## src/hw/rtl/assert_macros.svh

```systemverilog
// Assertion macros for the RTL of the key event encoder; kevt_serializer includes them.
// Depends on nothing; the checks compile away when SYNTHESIS is defined.
`ifndef ASSERT_MACROS_SVH
`define ASSERT_MACROS_SVH
`ifndef SYNTHESIS
// Implication checked at every rising clock edge, ignored while reset is high.
`define ASSERT_ALWAYS(label, clk, rst, prop) \
   label: assert property (@(posedge clk) disable iff (rst) (prop)) \
      else $error("assertion failed: label");
// Check that also holds while reset is high.
`define ASSERT_RESET(label, clk, prop) \
   label: assert property (@(posedge clk) (prop)) else $error("assertion failed: label");
`else
`define ASSERT_ALWAYS(label, clk, rst, prop)
`define ASSERT_RESET(label, clk, prop)
`endif
`endif

```

## src/hw/rtl/kevt_pkg.sv

```systemverilog
// Package for the key event to VT100 byte encoder: key codes, byte codes and types.
// Used by kevt_decode, kevt_serializer and key_event_to_vt100_bytes.
`timescale 1ns / 1ps
package kevt_pkg;

   localparam int unsigned MaxBytes = 5;
   localparam int unsigned LenWidth = 3;

   // Key codes of the keyboard event.
   localparam logic [7:0] CODE_CTRL  = 8'hA5;
   localparam logic [7:0] CODE_ESC   = 8'hB1;
   localparam logic [7:0] CODE_LEFT  = 8'hB4;
   localparam logic [7:0] CODE_UP    = 8'hB5;
   localparam logic [7:0] CODE_DOWN  = 8'hB6;
   localparam logic [7:0] CODE_RIGHT = 8'hB7;
   localparam logic [7:0] CODE_F1    = 8'h81;
   localparam logic [7:0] CODE_F4    = 8'h84;
   localparam logic [7:0] CODE_F5    = 8'h85;
   localparam logic [7:0] CODE_F6    = 8'h86;
   localparam logic [7:0] CODE_F7    = 8'h87;
   localparam logic [7:0] CODE_F8    = 8'h88;
   localparam logic [7:0] CODE_F9    = 8'h89;
   localparam logic [7:0] CODE_F10   = 8'h90;

   // Key states.
   localparam logic [7:0] ST_PRESS   = 8'd1;
   localparam logic [7:0] ST_HOLD    = 8'd2;
   localparam logic [7:0] ST_RELEASE = 8'd3;

   // Terminal bytes.
   localparam logic [7:0] VIEW_UP   = 8'hF0;
   localparam logic [7:0] VIEW_DOWN = 8'hF1;
   localparam logic [7:0] ESC_BYTE  = 8'h1B;
   localparam logic [7:0] CHR_O     = 8'h4F;
   localparam logic [7:0] CHR_LBRK  = 8'h5B;
   localparam logic [7:0] CHR_TILDE = 8'h7E;
   localparam logic [7:0] CHR_A     = 8'h41;
   localparam logic [7:0] CHR_B     = 8'h42;
   localparam logic [7:0] CHR_C     = 8'h43;
   localparam logic [7:0] CHR_D     = 8'h44;
   localparam logic [7:0] CHR_LOW_A = 8'h61;
   localparam logic [7:0] CHR_LOW_Z = 8'h7A;
   // Offset from a function key code F1..F4 to the SS3 final byte P..S.
   localparam logic [7:0] SS3_OFFSET = 8'h31;
   // Offset from a lower-case letter to its control code.
   localparam logic [7:0] CTRL_OFFSET = 8'h60;

   // Byte sequence of one event, first byte in entry 0.
   typedef struct packed {
      logic [MaxBytes-1:0][7:0] bytes;
      logic [LenWidth-1:0]      len;
   } seq_type;

   // Two parameter digits of the tilde sequence, F5..F9 as 0..4 and F10 as 5.
   function automatic logic [15:0] tilde_digits(input logic [2:0] idx);
      logic [15:0] d;
      case (idx)
         3'd0:    d = {8'h35, 8'h31};
         3'd1:    d = {8'h37, 8'h31};
         3'd2:    d = {8'h38, 8'h31};
         3'd3:    d = {8'h39, 8'h31};
         3'd4:    d = {8'h30, 8'h32};
         default: d = {8'h31, 8'h32};
      endcase
      return d;
   endfunction

endpackage

```

## src/hw/rtl/key_event_to_vt100_bytes.sv

```systemverilog
// The first byte of a request passes the input register and then the output shift register;
// it moves on from the input register only when the output register is free.
// Throughput: one request per cycle for single-byte sequences while every byte is taken;
// a sequence of N bytes (1, 3 or 5) holds the output register until its last byte is taken.
// Requests that make no bytes leave the input register when the output is free.
// Reset (synchronous, active high) empties both registers and clears the control flag.
`timescale 1ns / 1ps
module key_event_to_vt100_bytes import kevt_pkg::*; (
   input  logic        clock,
   input  logic        reset,
   input  logic        req_tvalid,
   output logic        req_tready,
   input  logic [15:0] req_tdata,   // event code[7:0], event state[15:8]
   output logic        rsp_tvalid,
   input  logic        rsp_tready,
   output logic [7:0]  rsp_tdata,   // out_byte[7:0]
   output logic        rsp_tlast    // last_byte
);

   logic       valid_ff, valid_in;
   logic [7:0] code_ff, code_in;
   logic [7:0] state_ff, state_in;
   logic       free;
   logic       load;
   seq_type    seq;

   // Input register: moves on to decode when the output register is free.
   assign load       = valid_ff && free;
   assign req_tready = !valid_ff || load;

   always_comb begin
      valid_in = valid_ff;
      code_in  = code_ff;
      state_in = state_ff;
      if (req_tvalid && req_tready) begin
         valid_in = 1'b1;
         code_in  = req_tdata[7:0];
         state_in = req_tdata[15:8];
      end else if (load) begin
         valid_in = 1'b0;
      end
   end

   always_ff @(posedge clock) begin
      if (reset) begin
         valid_ff <= 1'b0;
      end else begin
         valid_ff <= valid_in;
      end
      code_ff  <= code_in;
      state_ff <= state_in;
   end

   kevt_decode u_decode (
      .clock     (clock),
      .reset     (reset),
      .load      (load),
      .evt_code  (code_ff),
      .evt_state (state_ff),
      .seq       (seq)
   );

   kevt_serializer u_serializer (
      .clock      (clock),
      .reset      (reset),
      .load       (load),
      .seq        (seq),
      .free       (free),
      .rsp_tvalid (rsp_tvalid),
      .rsp_tready (rsp_tready),
      .rsp_tdata  (rsp_tdata),
      .rsp_tlast  (rsp_tlast)
   );

endmodule

```

## src/hw/rtl/kevt_decode.sv

```systemverilog
// Event decoder: turns one key event into its byte sequence and tracks the control flag.
// Depends on kevt_pkg.
`timescale 1ns / 1ps
module kevt_decode import kevt_pkg::*; (
   input  logic       clock,
   input  logic       reset,
   input  logic       load,       // event leaves the input register this cycle
   input  logic [7:0] evt_code,
   input  logic [7:0] evt_state,
   output seq_type    seq
);

   logic ctrl_held_ff;
   logic ctrl_held_in;

   // Control flag: updated only when a control event is taken.
   always_comb begin
      ctrl_held_in = ctrl_held_ff;
      if (load && evt_code == CODE_CTRL) begin
         if (evt_state == ST_PRESS) begin
            ctrl_held_in = 1'b1;
         end else if (evt_state == ST_RELEASE) begin
            ctrl_held_in = 1'b0;
         end
      end
   end

   always_ff @(posedge clock) begin
      if (reset) begin
         ctrl_held_ff <= 1'b0;
      end else begin
         ctrl_held_ff <= ctrl_held_in;
      end
   end

   // Sequence lookup for the event.
   always_comb begin
      logic        active;
      logic [2:0]  tidx;
      logic [15:0] digits;
      active = (evt_state == ST_PRESS) || (evt_state == ST_HOLD);
      tidx   = (evt_code == CODE_F10) ? 3'd5 : 3'(evt_code - CODE_F5);
      digits = tilde_digits(tidx);
      seq.bytes    = '0;
      seq.bytes[0] = ESC_BYTE;
      seq.len      = '0;
      if ((evt_code == 8'd0 && evt_state == 8'd0) || evt_code == CODE_CTRL || !active) begin
         seq.len = '0;
      end else if (evt_code == CODE_ESC) begin
         seq.len = LenWidth'(1);
      end else if (evt_code >= CODE_F1 && evt_code <= CODE_F4) begin
         seq.bytes[1] = CHR_O;
         seq.bytes[2] = evt_code - SS3_OFFSET;
         seq.len      = LenWidth'(3);
      end else if ((evt_code >= CODE_F5 && evt_code <= CODE_F9) || evt_code == CODE_F10) begin
         seq.bytes[1] = CHR_LBRK;
         seq.bytes[2] = digits[7:0];
         seq.bytes[3] = digits[15:8];
         seq.bytes[4] = CHR_TILDE;
         seq.len      = LenWidth'(5);
      end else if (ctrl_held_ff && evt_code == CODE_UP) begin
         seq.bytes[0] = VIEW_UP;
         seq.len      = LenWidth'(1);
      end else if (ctrl_held_ff && evt_code == CODE_DOWN) begin
         seq.bytes[0] = VIEW_DOWN;
         seq.len      = LenWidth'(1);
      end else if (evt_code == CODE_UP || evt_code == CODE_DOWN ||
                   evt_code == CODE_RIGHT || evt_code == CODE_LEFT) begin
         seq.bytes[1] = CHR_LBRK;
         case (evt_code)
            CODE_UP:    seq.bytes[2] = CHR_A;
            CODE_DOWN:  seq.bytes[2] = CHR_B;
            CODE_RIGHT: seq.bytes[2] = CHR_C;
            default:    seq.bytes[2] = CHR_D;
         endcase
         seq.len = LenWidth'(3);
      end else if (ctrl_held_ff && evt_code >= CHR_LOW_A && evt_code <= CHR_LOW_Z) begin
         seq.bytes[0] = evt_code - CTRL_OFFSET;
         seq.len      = LenWidth'(1);
      end else begin
         seq.bytes[0] = evt_code;
         seq.len      = LenWidth'(1);
      end
   end

endmodule

```

## src/hw/rtl/kevt_serializer.sv

```systemverilog
// Output shift register: holds one byte sequence and sends it one byte per cycle while the receiver is ready.
// Depends on kevt_pkg and assert_macros.svh.
`timescale 1ns / 1ps
`include "assert_macros.svh"
module kevt_serializer import kevt_pkg::*; (
   input  logic       clock,
   input  logic       reset,
   input  logic       load,       // take a decoded sequence this cycle
   input  seq_type    seq,
   output logic       free,       // register can take a sequence this cycle
   output logic       rsp_tvalid,
   input  logic       rsp_tready,
   output logic [7:0] rsp_tdata,  // out_byte[7:0]
   output logic       rsp_tlast   // last_byte
);

   logic [MaxBytes-1:0][7:0] bytes_ff, bytes_in;
   logic [LenWidth-1:0]      cnt_ff, cnt_in;
   logic                     fire;

   assign fire       = rsp_tvalid && rsp_tready;
   assign free       = (cnt_ff == '0) || (fire && cnt_ff == LenWidth'(1));
   assign rsp_tvalid = (cnt_ff != '0);
   assign rsp_tdata  = bytes_ff[0];
   assign rsp_tlast  = (cnt_ff == LenWidth'(1));

   // Load a new sequence or shift the sent byte out.
   always_comb begin
      bytes_in = bytes_ff;
      cnt_in   = cnt_ff;
      if (load) begin
         bytes_in = seq.bytes;
         cnt_in   = seq.len;
      end else if (fire) begin
         bytes_in = {8'h00, bytes_ff[MaxBytes-1:1]};
         cnt_in   = cnt_ff - LenWidth'(1);
      end
   end

   always_ff @(posedge clock) begin
      if (reset) begin
         cnt_ff <= '0;
      end else begin
         cnt_ff <= cnt_in;
      end
      bytes_ff <= bytes_in;
   end

   // The count never exceeds the longest sequence; before the first reset edge it is unknown.
   `ASSERT_RESET(a_cnt_range, clock, reset || cnt_ff <= LenWidth'(MaxBytes))
   // A sequence is only loaded when the previous one is done.
   `ASSERT_ALWAYS(a_load_free, clock, reset, load |-> free)
   // A byte taken mid-sequence steps the count down by one.
   `ASSERT_ALWAYS(a_step, clock, reset,
      (fire && !rsp_tlast) |=> (cnt_ff == $past(cnt_ff) - LenWidth'(1)))

endmodule

```

## config.mk

```make
export PLATFORM = sky130hd
export DESIGN_NAME = key_event_to_vt100_bytes
export DESIGN_NICKNAME = d
export VERILOG_FILES = /design/src/hw/rtl/kevt_pkg.sv /design/src/hw/rtl/key_event_to_vt100_bytes.sv /design/src/hw/rtl/kevt_decode.sv /design/src/hw/rtl/kevt_serializer.sv
export VERILOG_INCLUDE_DIRS = /design/src /design/src/hw/rtl
export SDC_FILE = /design/constraint.sdc
export NUM_CORES = 1
export LEC_CHECK = 0
export BUFFER_PORTS_ARGS = -buffer_cell sky130_fd_sc_hd__buf_4
export CORE_MARGIN = 4
export CORE_UTILIZATION = 49
export DETAILED_ROUTE_END_ITERATION = 7
export PLACE_DENSITY = 0.68
export SKIP_LAST_GASP = 1
export SLEW_MARGIN = 10
export SYNTH_ARGS = -nofsm -noshare
export SYNTH_HDL_FRONTEND = slang
export SYNTH_SLANG_ARGS = --single-unit
```

## constraint.sdc

```tcl
create_clock -name clock -period 3.58 [get_ports clock]
set_clock_uncertainty 0.2 [all_clocks]
set_input_delay 0.895 -clock clock [delete_from_list [all_inputs] [get_ports clock]]
set_output_delay 0.895 -clock clock [all_outputs]
set_load 0.05 [all_outputs]
```

Word-level counts from Yosys, hierarchy flattened:

Index checks and enable logic that the tools add are counted.
W data, S select, Z words.

* add/subtract/negate cells: 4
* $mul: 0
* divide/modulo/power cells: 0
* order comparisons: 6
* equality and inequality tests: 15
* shift operators: 0
* muxes and demuxes: 31
* bitwise gates (word level): 0
* reductions and logical operators: 32

Operators by type and width (count)
* $mux W40: 4
* $mux W16: 5
* $pmux W12 S5: 1
* $eq A8 B8 Y1 const B: 7
* $mux W11: 3
* $mux W15: 2
* $mux W3: 8
* $mux W8: 3
* $eq A8 B2 Y1 const B: 2
* $ge A8 B8 Y1 const B: 2
* $le A8 B8 Y1 const B: 2
* $logic_not A8 Y1: 2
* $logic_and A1 B1 Y1: 12
* $logic_or A1 B1 Y1: 9
* $pmux W3 S3: 1
* $eq A8 B1 Y1 const B: 1
* $ge A8 B7 Y1 const B: 1
* $le A8 B7 Y1 const B: 1
* $sub A8 B6 Y8 const B: 1
* $sub A8 B7 Y8 const B: 1
* $eq A3 B1 Y1 const B: 2
* $eq A3 B2 Y1 const B: 2
* $logic_not A3 Y1: 2
* $reduce_bool A2 Y1: 3
* 7 further kinds: 11

* flip-flop bits (word level): 61
* latch bits: 0
* RAM bits: 0
* memory bits (read-only): 0
* input bits: 20
* output and inout bits: 11
* word-level logic and storage cells: 98
* memories: 0

Logic depth before layout (Yosys ltp):

Gate-level depths: netlist (run 1).

* word-level depth: 12
* gate-level depth with buffers: 9
* depth with buffers taken out: 7

Hierarchy:

From an unflattened synthesis (run 1), not the netlist that was laid out.

* cells, all modules: 283
* area total of the unflattened synthesis: 3478.3 sq um

Modules (own cells, without submodules)
* kevt_serializer: instances 1, cells each 120, area an instance 1956.9 sq um, seq. area each 1261.2 sq um
* kevt_decode: instances 1, cells each 141, area an instance 978.4 sq um, seq. area each 20.0 sq um
* key_event_to_vt100_bytes: instances 1, cells each 22, area an instance 543.0 sq um, seq. area each 500.5 sq um

Least setup slack after synthesis (run 1):

OpenSTA, ideal clock, no wires.

* path type: register to register
* start: register u_serializer.cnt_ff[1]
* end: register code_ff[0], enable pin
* library setup time: 0.399 ns
* data arrival time: 2.363 ns
* data required time: 2.981 ns
* slack: 0.618 ns
* stages on the path, launching flop included: 6
* path buffers: 0
* period minus slack after synthesis: 2.962 ns
* cell sequence: dfxtp_1 > inv_1 > ha_1 > nor2b_1 > nand2_1 > a31oi_1

* elaborated cells on any way between the ends: 9
* those cells by class: eq/ne (1); reduce/logical (8)

RTL lines
* start: declaration: line kevt_serializer.sv:18 `logic [LenWidth-1:0] cnt_ff, cnt_in;`
* start signal: assignment: line kevt_serializer.sv:44 `cnt_ff <= cnt_in;`
* $eq A3 B1 Y1
* named net rsp_tlast: line key_event_to_vt100_bytes.sv:17 `output logic rsp_tlast`
* $logic_and A1 B1 Y1: line kevt_serializer.sv:22 `assign free = (cnt_ff == '0) || (fire && cnt_ff == LenWidth'(1));`
* $logic_or A1 B1 Y1: line kevt_serializer.sv:22
* $logic_and A1 B1 Y1: line key_event_to_vt100_bytes.sv:28 `assign load = valid_ff && free;`
* $logic_or A1 B1 Y1: line key_event_to_vt100_bytes.sv:29 `assign req_tready = !valid_ff || load;`
* $logic_and A1 B1 Y1: line key_event_to_vt100_bytes.sv:35 `if (req_tvalid && req_tready) begin`
* end signal: assignment: line key_event_to_vt100_bytes.sv:50 `code_ff <= code_in;`
* end: declaration: line key_event_to_vt100_bytes.sv:21 `logic [7:0] code_ff, code_in;`

The timed path passes the listed nets, and every way through them passes these cells.
A chain may end at the register's enable or synchronous reset.

==> qor.csv, run 1 <==
metric,value,unit
post-route ant nets,0,
switching share of power,38.2,%
final setup vio count,0,
largest area contributor in the netlist,edfxtp_1,
most frequent cells in the layout,"edfxtp_1 (47), buf_4 (31), nand2_1 (21)",
I/O Buffers,30,
P_leak,1.21,nW
ratio of cells with drive above 1 in the final layout,18.7,%
CTS Buffer Depth,2,
share of the synthesized area in the top cell type,50.2,%
fin crit share,81.7,%
Flop pwr share,47.9,%
Synth Area in Compound Gates,15.6,%
"EDFF count, synth",47,
Diodes inserted,0,
nets@finish,299,
RD Place Congestion,0.965,
CTS tree,done,
Internal,1.37,mW
PostCTS Resize Cnt,0,
Hold Slack,0.308,ns
H-Tree Level Count,2,
initial antenna violation count,0,
met3 wire length,441,um
Synth Area in XOR/XNOR,2.49,%
crit-path cells,inv_1 -> ha_1 -> inv_2 -> o2111a_1 -> o21a_1 -> nor4_1 -> a21oi_1,
kind of critical path,flop to flop,
Comb pwr share,36.9,%
Tot GR Track Use,16.7,%
status,finished clean,
clock latency on the worst-skew pair,0.30,ns
Final Core Density,56.3,%
HPWL after detailed placement,4.41,mm
library cells used by synthesis,56,
cell count after synthesis,245,
worst hold path class,flop to flop,
drt initial violations,165,
"Top FF cell, synth",edfxtp_1,
Num CTS Buffers,5,
DR pass1 iterations,4,
crit-path max FO,10,
Tmin final,2.93,ns
Die Width,83.8,um
"Max stage delay cell, worst path",nor4_1,
Worst setup EP type,flop,
net switching power,0.847,mW
Synth Net Count,278,
Worst setup SP type,flop,
area delta synth->final,10.9,%
largest net degree at the start of global routing,37,
P per Cell Area,710,nW/um2
Inst Count DP,331,
largest family of logic cells by synthesized area,simple AND/OR/NAND/NOR gates,
Critical Path RT,3.42,ns
Post-synth ARST share,0,%
aggregate global routing overflow,0,
Clk pwr share,15.1,%
setup tns final,0,ns
Core ar.,5540,um2
global-route wire length before repair,9.29,mm
RSZ-0062 raised after global routing,no,
DIE HEIGHT,83.8,um
Max Slew Vio Count,0,
#FFs+latches synth,52,
routed wire length,5.82,mm
upper clock frequency limit,342,MHz
cts hold-fix bufs,0,
Vias/cell,5.83,
sequential-to-total area share from yosys stat,53.7,%
clock-pin slew on the worst setup and hold paths,0.10,ns
DR top layer,met4,
site row count,27,
CTS root buffer,clkbuf_8,
proportion of synthesized area in mux cells,1.11,%
full die area,7020,um2
Slew @ Worst Pin,0.921,ns
Met1 Routed Length,2.47,mm
Initial Util,50.8,%
Slew headroom,38.4,%
Post-CTS Setup Inserts,0,
number of global-route vias before repair,1845,
Critical Path AT,2.77,ns
Mean Syn Cell Area,11.5,um2
Simple-Gate Fraction of Synth Area,15.7,%
# DRC,0,
routed length on met2,2.83,mm
# IOs,31,
mapped cell area,2810,um2
wire length per cell,17.2,um
Sink Count,52,
post-route insts no fill,339,
max-cap violations,0,
Post-Synth Adder-Cell Area,5.78,%
"commonest non-fill, non-tap cell in the layout",edfxtp_1,
final worst setup slack,0.654,ns
via count,1977,
Yosys warning total,0,
DP Worst Slack,0.695,ns
"top cells by area, synth","edfxtp_1 (50%), ha_1 (5.8%), dfxtp_1 (3.6%)",
VDD IR max,0.389,mV
final hold vios,0,
worst stage delay on the critical path,0.58,ns
[cell type report]
class / count / area (um2)
fillers: 486 / 2420
flip-flops and latches: 52 / 1510
well taps: 72 / 90.1
multi-input cells: 164 / 1150
repair buffers: 31 / 233
clock buffers: 5 / 68.8
inverters: 12 / 45.0
clock inverters: 3 / 21.3
[routing by layer]
metal,track usage (%),vias up
met4,4.39,0
met2,27.2,72
met3,3.85,9
met1,22.4,943
met5,0,-
li1,-,953
[power by group through the flow]
stage	Sequential (mW)	Clock, mW	Combinational, mW
floorplan	1.03	0	0.685
global placement	1.07	0	0.811
detailed placement	1.08	0	0.824
CTS	1.07	0.344	0.827
global route	1.08	0.380	0.889
finish	1.06	0.335	0.819
[critical path, delay by kind of cell, from the launching register on]
family / cells / cell delay (ns)
AO/OA/AOI/OAI: 3 / 0.73
adder cells (fa/ha/maj): 1 / 0.32
buffers and inverters: 2 / 0.28
flip-flops: 1 / 0.56
AND/OR/NAND/NOR: 1 / 0.58
[per-stage QoR]
stage | area (um2) | power (mW)
after detailed placement | 3030 | 1.90
final | 3120 | 2.22
after global placement | 3030 | 1.88
after floorplan | 2810 | 1.71
after CTS | 3120 | 2.24
after global routing | 3120 | 2.35
[path summary, 6_finish.rpt]
check,start,end,slack (ns),cells past startpoint
max,code_ff[0],u_serializer.rsp_tdata[1],0.65,7
min,u_serializer.cnt_ff[1],u_serializer.cnt_ff[1],0.31,2
min reg2reg,u_serializer.cnt_ff[1],u_serializer.cnt_ff[1],0.31,2
max reg2reg,code_ff[0],u_serializer.rsp_tdata[1],0.65,7
[flip-flops by register name (all words and copies together) (netlist names)]
name,cells
u_serializer.bytes_ff,23
code_ff,8
state_ff,8
u_serializer.rsp_tdata,8
u_serializer.cnt_ff,3
u_decode.ctrl_held_ff,1
valid_ff,1
[synth_stat cells (all sizes together), types with 2 or more instances]
library cell   n
nor2b          5
nand2         21
ha            13
nor4           3
and2           4
and4           2
a21oi         10
nand3b         2
a22o           2
edfxtp        47
o22a           3
a31oi          4
o21ai         18
a21o           6
inv           12
a32oi          2
xor2           4
nand3          7
mux2i          2
xnor2          4
clkbuf         4
nor2          10
nand4          3
dfxtp          5
nor3           9
buf           13
a211oi         2
nand2b         4
o2111ai        3
o21a           3
[kinds of logic (layout without fill, tap and decap cells)]
family,after synthesis,in the layout
AOI/OAI and AO/OA,63,63
xor gates and xnor gates,8,8
adders and majority gates,13,13
buffers and inverters,29,51
DFF,52,52
muxes,3,3
and+or+nand+nor,77,77
(Power assumes the default switching activity.)
==> run 2, diff against run 1 <==
- PLACE_DENSITY: 0.68 -> 0.7
- clock period: 3.58 -> 2.5 ns (I/O delays scaled with it)
==> qor.csv, run 2 (same netlist as run 1, synthesis figures left out) <==
metric,value,unit,change
Critical Path AT,2.29,ns,-0.48 ns
RD Place Congestion,0.887,,-8.0%
DIE HEIGHT,83.8,um,unchanged
wire length per cell,16.7,um,-2.5%
initial antenna violation count,0,,unchanged
max reg flops,23,,unchanged
HPWL after detailed placement,4.57,mm,+3.5%
Diodes inserted,0,,unchanged
Register Area,1510,um2,unchanged
clock latency on the worst-skew pair,0.31,ns,about the same
Slew headroom,63.1,%,+25 points
post-route ant nets,0,,unchanged
final setup vio count,0,,unchanged
nets@finish,320,,+7.0%
routed wire length,6.02,mm,+3.5%
Core ar.,5540,um2,unchanged
area delta synth->final,18.3,%,
VDD IR max,0.443,mV,+14%
Initial Util,50.8,%,unchanged
fin crit share,97.3,%,+16 points
Hold Slack,0.291,ns,-0.0176 ns
largest net degree at the start of global routing,29,,-22%
final hold vios,0,,unchanged
via count,2023,,+2.3%
post-route cell area,3330,um2,+6.7%
Num CTS Buffers,5,,unchanged
clock-pin slew on the worst setup and hold paths,0.10,ns,about the same
CTS Buffer Depth,2,,unchanged
Sink Count,52,,unchanged
Worst setup SP type,flop,,
FILL cells,478,,-1.6%
Vias/cell,5.62,,-3.6%
CTS root buffer,clkbuf_8,,
placed inst area,3210,um2,+5.8%
drt initial violations,155,,-6.1%
"commonest non-fill, non-tap cell in the layout",buf_4,,
kind of critical path,flop to flop,,
I/O Buffers,30,,unchanged
# DRC,0,,unchanged
post-route insts no fill,360,,+6.2%
status,finished clean,,
max-cap violations,0,,unchanged
most frequent cells in the layout,"buf_4 (52), edfxtp_1 (47), nand2_1 (21)",,
P_leak,1.32,nW,+9.1%
H-Tree Level Count,2,,unchanged
Critical Path RT,2.36,ns,-1.06 ns
Die Width,83.8,um,unchanged
multi-input logic area,1180,um2,+2.5%
upper clock frequency limit,411,MHz,+20%
CTS tree,done,,
# IOs,31,,unchanged
P per Cell Area,1000,nW/um2,+41%
Tot GR Track Use,17.8,%,+1.1 points
aggregate global routing overflow,0,,unchanged
ratio of cells with drive above 1 in the final layout,27.1,%,+8.4 points
Max Slew Vio Count,0,,unchanged
Slew @ Worst Pin,0.546,ns,-0.375 ns
Top reg by flops,u_serializer.bytes_ff,,
number of global-route vias before repair,1931,,+4.7%
DR pass1 iterations,4,,unchanged
cts hold-fix bufs,0,,unchanged
global-route wire length before repair,9.91,mm,+6.7%
worst hold path class,input pin to flop,,
crit-path max FO,6,,-4
Tmin final,2.43,ns,-0.494 ns
site row count,27,,unchanged
Inst Count DP,352,,+6.3%
RSZ-0062 raised after global routing,yes,,
Worst setup EP type,flop,,
full die area,7020,um2,unchanged
Power Total,3.33,mW,+50%
setup tns final,0,ns,unchanged
==> run 2: what timing repair did <==
item	in CTS	in global routing
resized for setup	0	4
setup buffers	0	0
endpoints found under the setup margin	0	13
==> run 2: through the flow <==
stage               setup slack, ns  util (%)
finish                       0.0681      60.1
global route                -0.0452      60.1
CTS                          0.0809      59.9
detailed placement           0.0837      57.9
global placement              0.113      57.9
floorplan                   0.00256         -
==> run 2: final cells by class <==
| class | count | area share, % |
|---|---|---|
| flip-flops and latches | 52 | 45.4 |
| multi-input cells | 164 | 35.5 |
| repair buffers | 52 | 11.7 |
| well taps | 72 | 2.71 |
| clock buffers | 5 | 2.07 |
| inverters | 12 | 1.35 |
| clock inverters | 3 | 1.28 |
==> run 2: path summary, 6_finish.rpt <==
| path | startpoint | to | slack, ns | cells after the start |
|---|---|---|---|---|
| min | req_tdata[4] | code_ff[4] | 0.29 | 1 |
| max reg2reg | code_ff[0] | u_serializer.rsp_tdata[1] | 0.07 | 8 |
| max | code_ff[0] | u_serializer.rsp_tdata[1] | 0.07 | 8 |
| min reg2reg | u_serializer.bytes_ff[18] | u_serializer.bytes_ff[10] | 0.32 | 2 |
==> run 2: power breakdown <==
group          switching, mW  leakage, nW  internal [mW]
combinational          0.820        0.764          0.438
sequential             0.133        0.500           1.37
clock                  0.276       0.0541          0.296
==> run 2: critical path, cell delays in order (launching register included) <==
cell       delay (ns)
edfxtp_1         0.45
inv_2            0.16
ha_4             0.19
xnor2_1          0.07
o2111ai_1        0.29
nand2_1          0.22
nor4_1           0.34
buf_4            0.19
a21oi_1          0.07
==> run 2: per-layer routing <==
layer / vias to the layer above / track usage (%) / part of all wire [%]
met3: 5 / 3.26 / 5.7
met5: - / 0 / 0
li1: 995 / - / -
met2: 52 / 28.5 / 48
met1: 971 / 24.6 / 45
met4: 0 / 5.41 / 0.98
==> run 3, diff against run 2 <==
==> constraint.sdc (replaced) <==
create_clock -name clock -period 2.5 [get_ports clock]
set_clock_uncertainty 0.2 [all_clocks]
set_input_delay 0.125 -clock clock [delete_from_list [all_inputs] [get_ports clock]]
set_output_delay 0.125 -clock clock [all_outputs]
set_load 0.05 [all_outputs]
==> qor.csv, run 3 (same netlist as run 1, synthesis figures left out) <==
metric,value,unit,change
status,finished clean,,
P_leak,1.41,nW,+6.9%
max reg flops,23,,unchanged
placed inst area,3200,um2,-0.23%
HPWL after detailed placement,4.66,mm,+1.9%
ratio of cells with drive above 1 in the final layout,26.6,%,-0.46 points
DIE HEIGHT,83.8,um,unchanged
global-route wire length before repair,10.3,mm,+4.3%
routed wire length,6.26,mm,+3.9%
site row count,27,,unchanged
aggregate global routing overflow,0,,unchanged
worst stage delay on the critical path,0.56,ns,+0.11 ns
worst path bufs/invs,1,,-1
clock-pin slew on the worst setup and hold paths,0.10,ns,about the same
"Max stage delay cell, worst path",or4_4,,
"commonest non-fill, non-tap cell in the layout",buf_4,,
Core ar.,5540,um2,unchanged
largest net degree at the start of global routing,21,,-28%
fin crit share,97.7,%,+0.40 points
crit-path cells,inv_2 -> ha_2 -> nor2b_2 -> nand4_1 -> and2_1 -> or4_4 -> o31ai_4,,
Slew headroom,62.8,%,-0.25 points
DR pass1 iterations,4,,unchanged
number of global-route vias before repair,2098,,+8.6%
FILL cells,439,,-8.2%
RD Place Congestion,0.935,,+5.4%
worst hold path class,input pin to flop,,
drt initial violations,175,,+13%
post-route cell area,3550,um2,+6.5%
Worst setup SP type,flop,,
P per Cell Area,964,nW/um2,-3.7%
kind of critical path,flop to flop,,
family with the most delay on the worst path,simple AND/OR/NAND/NOR gates,,
nets@finish,340,,+6.3%
DR top layer,met4,,
# IOs,31,,unchanged
Met1 Routed Length,2.79,mm,+2.5%
Diodes inserted,0,,unchanged
Critical Path AT,2.40,ns,+0.11 ns
final hold vios,0,,unchanged
Max Slew Vio Count,0,,unchanged
initial antenna violation count,0,,unchanged
met3 wire length,281,um,-18%
Final Core Density,64.0,%,+3.9 points
Inst Count DP,351,,-0.28%
max-cap violations,0,,unchanged
Worst setup EP type,flop,,
I/O Buffers,30,,unchanged
post-route insts no fill,380,,+5.6%
RSZ-0062 raised after global routing,yes,,
via count,2109,,+4.3%
clock latency on the worst-skew pair,0.31,ns,about the same
crit-path max FO,5,,-1
Slew @ Worst Pin,0.554,ns,+0.00806 ns
Top reg by flops,u_serializer.bytes_ff,,
area delta synth->final,26.0,%,
Num CTS Buffers,5,,unchanged
Vias/cell,5.55,,-1.2%
Critical Path RT,2.45,ns,+0.09 ns
Die Width,83.8,um,unchanged
routed length on met2,3.08,mm,+6.2%
wire length per cell,16.5,um,-1.6%
most frequent cells in the layout,"buf_4 (54), edfxtp_1 (47), nand2_1 (21)",,
H-Tree Level Count,2,,unchanged
Tmin final,2.44,ns,+0.00997 ns
CTS tree,done,,
post-route ant nets,0,,unchanged
Power Total,3.42,mW,+2.6%
VDD IR max,0.523,mV,+18%
Initial Util,50.8,%,unchanged
# DRC,0,,unchanged
Sink Count,52,,unchanged
Tot GR Track Use,18.5,%,+0.69 points
CTS Buffer Depth,2,,unchanged
final setup vio count,0,,unchanged
full die area,7020,um2,unchanged
upper clock frequency limit,410,MHz,-0.41%
CTS root buffer,clkbuf_8,,
run 3: cell types whose count changed in the layout (fill, tap and decap cells not counted), sizes merged:
cell         change
clkinvlp         -1
dlygate4sd3     +18
clkbuf           +1
buf              +2
run 3: where the power goes:
| part | switching [mW] | leakage (nW) | internal, mW |
|---|---|---|---|
| clock | 0.285 | 0.0614 | 0.328 |
| sequential | 0.127 | 0.500 | 1.37 |
| combinational | 0.845 | 0.848 | 0.464 |
run 3: tightest hold or removal path, cell delays in order:
cell	delay (ns)
buf_4	0.09
nand2_1	0.07
nand3_1	0.11
a21oi_1	0.07
run 3: final timing paths:
path / startpoint / to / slack [ns] / cells past startpoint
worst max-delay path: code_ff[0] / u_serializer.bytes_ff[25] / 0.06 / 7
worst min-delay path: rsp_tready / valid_ff / 0.007 / 4
worst max register to register: code_ff[0] / u_serializer.bytes_ff[25] / 0.06 / 7
worst min register to register: u_serializer.bytes_ff[19] / u_serializer.bytes_ff[11] / 0.33 / 1
run 3: timing repair:
action | CTS | global route
buffers inserted | 0 | 3
hold endpoints to repair | 21 | 0
hold buffers | 18 | 0
setup endpoints to repair | 0 | 19
resized for setup | 0 | 5
run 3: cell type report:
class | count | area, um2 | share of cell area [%]
repair buffers | 72 | 586 | 16.5
well taps | 72 | 90.1 | 2.54
clock inverters | 2 | 38.8 | 1.09
flip-flops and latches | 52 | 1510 | 42.6
multi-input cells | 164 | 1190 | 33.6
clock buffers | 6 | 82.6 | 2.33
inverters | 12 | 45.0 | 1.27
run 3: metrics by stage:
stage	hold WS, ns	setup slack, ns	TNS [ns]
4_1_cts	0.00384	0.0263	0
3_3_place_gp	0.103	0.0287	0
2_1_floorplan	-0.00593	0.00256	0
3_5_place_dp	0.104	0.0357	0
5_1_grt	0.0234	-0.0540	-0.174
6_report	0.00658	0.0582	0
run 3: metal layers:
metal / GRT usage [%] / up-vias
li1: - / 1032
met5: 0 / -
met2: 30.1 / 61
met1: 25.3 / 1006
met4: 4.97 / 0
met3: 3.65 / 10
